[src/hw/rtl/rgbci_pkg.sv]
package rgbci_pkg;

  // position format: t = t_fraction / 2^FRAC_BITS
  localparam int FRAC_BITS = 16;

  localparam int T_W     = 16;
  localparam int C_W     = 8;
  localparam int LANES   = 4;
  localparam int PIX_W   = LANES * C_W;
  localparam int C_MAX   = (1 << C_W) - 1;

  // pipeline depth, input register to output register
  localparam int NSTG    = 6;

  // doubled cubic coefficients per lane
  localparam int KA_W    = C_W + 3;
  localparam int KB_W    = C_W + 4;
  localparam int KC_W    = C_W + 1;
  localparam int TS_W    = T_W + 1;

  // u = A*t + B*S
  localparam int UA_W    = KA_W + T_W;
  localparam int UB_W    = KB_W + FRAC_BITS;
  localparam int U_W     = ((UA_W > UB_W) ? UA_W : UB_W) + 1;

  // v = u*t + C*S^2
  localparam int VA_W    = U_W + T_W;
  localparam int VB_W    = KC_W + 2 * FRAC_BITS;
  localparam int V_W     = ((VA_W > VB_W) ? VA_W : VB_W) + 1;

  // v*t is built from two partial products
  localparam int VL_W    = V_W / 2;
  localparam int VH_W    = V_W - VL_W;
  localparam int PL_W    = VL_W + T_W;
  localparam int PH_W    = VH_W + TS_W;

  // w = v*t + S^3, offset = w >>> (3F+1)
  localparam int HALF_SH = 3 * FRAC_BITS;
  localparam int RND_SH  = HALF_SH + 1;
  localparam int WP_W    = V_W + T_W;
  localparam int W_W     = ((WP_W > (HALF_SH + 2)) ? WP_W : (HALF_SH + 2)) + 1;
  localparam int R_W     = W_W - RND_SH;
  localparam int SUM_W   = ((R_W > C_W) ? R_W : C_W) + 2;

  typedef struct packed {
    logic [NSTG-1:0] load;
  } rgbci_stage_ctl_t;

endpackage

[src/hw/rtl/rgbci_lane.sv]
module rgbci_lane import rgbci_pkg::*; (
  input  logic             clk,
  input  rgbci_stage_ctl_t ctl,
  input  logic [T_W-1:0]   t,
  input  logic [C_W-1:0]   c0,
  input  logic [C_W-1:0]   c1,
  input  logic [C_W-1:0]   c2,
  input  logic [C_W-1:0]   c3,
  output logic [C_W-1:0]   y
);

  localparam logic signed [W_W-1:0] HALF = W_W'(1) <<< HALF_SH;

  // stage 1: coefficients
  logic signed [KB_W-1:0] e0, e1, e2, e3, d12, ka_full, kb_nxt;
  logic signed [KA_W-1:0] ka_r, ka_nxt;
  logic signed [KB_W-1:0] kb_r;
  logic signed [KC_W-1:0] kc1_r, kc_nxt;
  logic [C_W-1:0]         c1_1_r;
  logic [T_W-1:0]         t1_r;

  // stage 2
  logic signed [U_W-1:0]  u_r, u_nxt;
  logic signed [KC_W-1:0] kc2_r;
  logic [C_W-1:0]         c1_2_r;
  logic [T_W-1:0]         t2_r;

  // stage 3
  logic signed [V_W-1:0]  v_r, v_nxt;
  logic [C_W-1:0]         c1_3_r;
  logic [T_W-1:0]         t3_r;

  // stage 4
  logic [PL_W-1:0]        pl_r, pl_nxt;
  logic signed [PH_W-1:0] ph_r, ph_nxt;
  logic [C_W-1:0]         c1_4_r;

  // stage 5
  logic signed [W_W-1:0]  w_r, w_nxt;
  logic [C_W-1:0]         c1_5_r;

  // stage 6
  logic signed [R_W-1:0]   ofs;
  logic signed [SUM_W-1:0] sum;
  logic [C_W-1:0]          y_r, y_nxt;

  always_comb begin
    e0      = $signed(KB_W'(c0));
    e1      = $signed(KB_W'(c1));
    e2      = $signed(KB_W'(c2));
    e3      = $signed(KB_W'(c3));
    d12     = e1 - e2;
    ka_full = e3 - e0 + d12 + (d12 <<< 1);
    ka_nxt  = KA_W'(ka_full);
    kb_nxt  = (e0 <<< 1) - (e1 <<< 2) - e1 + (e2 <<< 2) - e3;
    kc_nxt  = KC_W'(e2 - e0);
  end

  always_comb begin
    u_nxt = U_W'(ka_r) * $signed(U_W'(t1_r)) + (U_W'(kb_r) <<< FRAC_BITS);
  end

  always_comb begin
    v_nxt = V_W'(u_r) * $signed(V_W'(t2_r)) + (V_W'(kc2_r) <<< (2 * FRAC_BITS));
  end

  // low half unsigned, high half signed
  always_comb begin
    pl_nxt = PL_W'(v_r[VL_W-1:0]) * PL_W'(t3_r);
    ph_nxt = PH_W'($signed(v_r[V_W-1:VL_W])) * $signed(PH_W'(t3_r));
  end

  always_comb begin
    w_nxt = (W_W'(ph_r) <<< VL_W) + $signed(W_W'(pl_r)) + HALF;
  end

  // floor of the offset, add d, clamp to a byte
  always_comb begin
    ofs = $signed(w_r[W_W-1:RND_SH]);
    sum = SUM_W'(ofs) + $signed(SUM_W'(c1_5_r));
    if (sum[SUM_W-1]) begin
      y_nxt = '0;
    end else if (sum > $signed(SUM_W'(C_MAX))) begin
      y_nxt = C_W'(C_MAX);
    end else begin
      y_nxt = sum[C_W-1:0];
    end
  end

  always_ff @(posedge clk) begin
    if (ctl.load[0]) begin
      ka_r   <= ka_nxt;
      kb_r   <= kb_nxt;
      kc1_r  <= kc_nxt;
      c1_1_r <= c1;
      t1_r   <= t;
    end
    if (ctl.load[1]) begin
      u_r    <= u_nxt;
      kc2_r  <= kc1_r;
      c1_2_r <= c1_1_r;
      t2_r   <= t1_r;
    end
    if (ctl.load[2]) begin
      v_r    <= v_nxt;
      c1_3_r <= c1_2_r;
      t3_r   <= t2_r;
    end
    if (ctl.load[3]) begin
      pl_r   <= pl_nxt;
      ph_r   <= ph_nxt;
      c1_4_r <= c1_3_r;
    end
    if (ctl.load[4]) begin
      w_r    <= w_nxt;
      c1_5_r <= c1_4_r;
    end
    if (ctl.load[5]) begin
      y_r    <= y_nxt;
    end
  end

  assign y = y_r;

endmodule

[config.mk]
export PLATFORM = sky130hd
export DESIGN_NAME = rgbci_lane
export DESIGN_NICKNAME = d
export VERILOG_FILES = /design/src/hw/rtl/rgbci_pkg.sv /design/src/hw/rtl/rgbci_lane.sv
export SDC_FILE = /design/constraint.sdc
export NUM_CORES = 2
export LEC_CHECK = 0
export BUFFER_PORTS_ARGS = -buffer_cell sky130_fd_sc_hd__buf_4
export CORE_AREA = 2 2 334 336
export CTS_BUF_LIST = sky130_fd_sc_hd__clkbuf_2 sky130_fd_sc_hd__clkbuf_4 sky130_fd_sc_hd__clkbuf_8
export CTS_CLUSTER_SIZE = 40
export DETAILED_ROUTE_END_ITERATION = 12
export DIE_AREA = 0 0 336 338
export GPL_ROUTABILITY_DRIVEN = 0
export PLACE_DENSITY = 0.7
export REMOVE_ABC_BUFFERS = 1
export SLEW_MARGIN = 20
export SYNTH_ARGS = -nofsm -noshare
export SYNTH_HDL_FRONTEND = slang
export SYNTH_SLANG_ARGS = --single-unit
[constraint.sdc]
create_clock -name clk -period 7.9 [get_ports clk]
set_input_delay 0.395 -clock clk [delete_from_list [all_inputs] [get_ports clk]]
set_output_delay 0.395 -clock clk [all_outputs]
set_load 0.02 [all_outputs]
==> metrics.log <==
INFO  metric layout.nets = ~8000
INFO  metric first_global_vias = between 40000 and 50000
INFO  metric io_pins = 63
INFO  metric critical_path.top_delay_family = adder cells
INFO  metric clk-insertion-delay-late = ~720 ps
INFO  metric report.final.slew_viol_count = 0
INFO  metric crit_path_frequent_cell = fa_1
INFO  metric worstMarginPinSlew = 1000 ps
INFO  metric path_max_fanout = 21
INFO  metric synthesized_instance_count = between 6000 and 7000
INFO  metric synth_enable_flop_cells = between 200 and 300
INFO  metric relSlewSlack = 0.328
INFO  metric finalWirelength = approximately 140 mm
INFO  metric die_width = about 340 um
INFO  metric period_minus_slack = between 7000 and 8000 ps
INFO  metric yosys-top-cells-count = inv_1 (1637), fa_1 (1284), nand2_1 (831)
INFO  metric drt_pass1_iterations = 7
INFO  metric critical_path.n_buffers_inverters = 4
INFO  metric worst_r2r_dst = v_r[43]$_DFFE_PP_
INFO  metric route.vias.total = slightly above 40000
INFO  metric fraction_of_registers_with_async_set_or_reset_after_synthesis = 0
INFO  metric clk_pin_slew_worst_paths = around 60 ps
INFO  metric initial_antenna_violation_count = 4
INFO  metric grt_remaining_overflow = 0
INFO  metric drv_cap = 0
INFO  metric die_height = 338 um
INFO  metric synth_seq_area_share = 0.141
INFO  metric cts.htree.levels = 2
INFO  metric arrival_time_of_data_at_the_critical_path_endpoint = between 7000 and 8000 ps
INFO  metric worst_ep_required_time = 8380 ps
INFO  metric synth_compound_area_frac = 0.0470
INFO  metric clock_sink_count = between 200 and 300
INFO  metric grt_first_pass_wirelength = 230 mm
INFO  metric detail_route.drc_violations = 0
INFO  metric crit_path_start_kind = flip-flop
INFO  metric syn_avg_cell_area = 9.64 um2
INFO  metric portBuffers = 62
INFO  metric synth_top_area_frac = 0.428
INFO  metric finalHoldViolCount = 0
INFO  metric post_drt_wl_per_cell = around 18 um
INFO  metric worst-r2r-setup-slack = 580 ps
INFO  metric min-delay-path-class = in -> reg
INFO  metric post_synth_main_area_contributors = fa_1 (43%), edfxtp_1 (14%), ha_1 (10%), inv_1 (10%), and2_1 (6.2%)
INFO  metric cp_cell_sequence = and2_1 > fa_1 > inv_1 > fa_1 > fa_1 > inv_1 > fa_1 > fa_1 > inv_1 > fa_1 > inv_1 > ha_1 > a21oi_1 > o211ai_1 > a21oi_1 > a31oi_2 > a31o_2 > a21oi_1 > o21ai_1 > mux2i_1 > a2111oi_1
INFO  metric tritoncts = yes
INFO  metric worst_hold_path_endpoint = kb_r[1]$_DFFE_PP_
INFO  metric dr.first_iter.drc_count = 2561
INFO  metric design.core.area = approximately 110000 um2
INFO  metric rsz_0062_raised_after_global_routing = false
INFO  metric outcome = finished, final reports clean
INFO  metric slowest_delay = about 940 ps
INFO  metric rr_worst_depth = 21
INFO  metric cts.path.max_buffers = 3
INFO  metric start_util = 0.545
INFO  metric setup_tns = 0 ps
INFO  metric regArea = 8470 um2
INFO  metric yosysMostFrequentCell = inv_1
INFO  metric vias_per_cell = between 5 and 6
INFO  metric slowest_stage = edfxtp_1
INFO  metric antenna_violating_nets_post_route = 0
INFO  metric dominantRegCellSynth = edfxtp_1
INFO  metric hpwl = 110 mm
INFO  metric synth.ff_latch_count = ~280
INFO  metric grt.total_usage = 0.257
INFO  metric rr_startpoint = t2_r[6]$_DFFE_PP_
INFO  metric synth_warnings = 0
INFO  metric setup_viol_count_final = 0
INFO  metric library_cell_used_as_clock_root_buffer = clkbuf_8
INFO  metric yosys.area.top_type = fa_1
INFO  metric finalCritPeriodShare = 0.926
INFO  metric layout-drive-gt1-share = 0.0391
INFO  metric yosysUniqueCellTypes = between 70 and 80
INFO  metric hold_path_depth = 2
INFO  metric post_synth_mux_area_share = 0.000334
INFO  metric clock.fmax = between 100 and 150 MHz
INFO  metric core.rowCount = between 100 and 150
INFO  metric summed_instance_area_of_the_synthesized_netlist = about 60000 um2
INFO  metric yosys.area_share.simple = 0.137
INFO  metric worstSetupPathType = reg -> reg
INFO  metric fillers = 9477
INFO  metric clock_skew = 21.8 ps
INFO  metric post_synth_fa_ha_maj_area_fraction = 0.532
INFO  metric largest_net_degree_at_the_start_of_global_routing = 65
INFO  metric synth-xor-area-share = 0.0253
INFO  metric die_area = ~110000 um2
INFO  metric startpoint_of_the_lowest_slack_hold_path = c0[0]
INFO  metric critical_path.endpoint_type = flip-flop
INFO  metric area_delta_synth_final = 5.90%
INFO  metric combinational_family_with_the_most_area_after_synthesis = adder cells
INFO  metric multiInputGateArea = 44500 um2
INFO  metric cts_inserted_buffers = 52
layout make-up:
cell class                      count  share of cell area
Antenna cell                        2           0.0000788
Clock buffer                       62              0.0124
Sequential cell                   282               0.133
Clock inverter                     32             0.00520
Inverter                         1637              0.0967
Timing Repair Buffer              165              0.0228
Tap cell                         1488              0.0293
Multi-Input combinational cell   4063               0.700
registers in the layout, summed over array words and instances, names as in the netlist, 14 cells and up:
register / flops
v_r: 46
ph_r: 40
u_r: 29
pl_r: 16
t1_r: 16
t2_r: 16
t3_r: 16
w_r: 14
worst max-delay path by stage:
stage | from | end | slack (ps) | cells after the start
finish | t2_r[6]$_DFFE_PP_ | v_r[43]$_DFFE_PP_ | 580 | 21
global route | t3_r[5]$_DFFE_PP_ | ph_r[37]$_DFFE_PP_ | 220 | 23
CTS | t3_r[5]$_DFFE_PP_ | ph_r[37]$_DFFE_PP_ | 630 | 23
detailed placement | t3_r[5]$_DFFE_PP_ | ph_r[39]$_DFFE_PP_ | 650 | 23
global placement | t2_r[11]$_DFFE_PP_ | v_r[43]$_DFFE_PP_ | 640 | 22
floorplan | t3_r[6]$_DFFE_PP_ | pl_r[38]$_DFFE_PP_ | 1120 | 22
cells by family (layout without fill, tap and decap cells):
kind of cell	after synthesis	in the layout
buffers and inverters	1876	1896
adder cells (fa/ha/maj)	1781	1781
AND/OR/NAND/NOR	1678	1678
AO/OA/AOI/OAI	429	429
flip-flops	282	282
XOR/XNOR	173	173
multiplexers	2	2
other	0	2
cell usage in the layout (no fill, tap or decap), types with 9 or more instances in the layout:
cell type and count:
a211oi_1 11, a21o_1 55, a21oi_1 143, and2_1 590, and3_1 23, buf_12 9
buf_4 127, clkbuf_4 10, clkbuf_8 52, clkinv_1 10, clkinv_2 9, dlygate4sd3_1 25
edfxtp_1 282, fa_1 1284, ha_1 497, inv_1 1637, nand2_1 831, nand2b_1 36
nand3_1 31, nand4_1 15, nor2_1 83, nor2b_1 21, nor3_1 20, o211ai_1 14
o21a_1 23, o21ai_0 59, o21ai_1 12, o21bai_1 23, xnor2_1 122, xor2_1 51
metal layers:
metal / global-route usage / vias up / wire (um)
met5: 0 / - / 20
met4: 0.0837 / 2 / 4770
met3: 0.0509 / 281 / 10100
met2: 0.435 / 1360 / 66000
met1: 0.334 / 20726 / 56100
li1: - / 18374 / -
through the flow:
| stage | setup WS (ps) | instance area (um2) | hold slack, ps | utilization | cells |
|---|---|---|---|---|---|
| final | 584 | 63500 | 76.6 | 0.577 | 7731 |
| after global routing | 223 | 63500 | 43.8 | 0.577 | 7731 |
| after CTS | 631 | 63500 | 30.7 | 0.577 | 7728 |
| after detailed placement | 652 | 62100 | 405 | 0.565 | 7609 |
| after global placement | 638 | 62100 | 402 | 0.564 | 7606 |
| after floorplan | 1120 | 59100 | 400 | - | 5982 |
timing repair:
item                                    4_1_cts  5_1_grt
resized for setup                             0        0
endpoints found under the setup margin        0        0
endpoints found under the hold margin        32        0
hold buffers                                 25        0
setup buffers                                 0        0
Power is not shown: default switching activity piles up to over one toggle a cycle in this logic, so the estimate is an artifact.
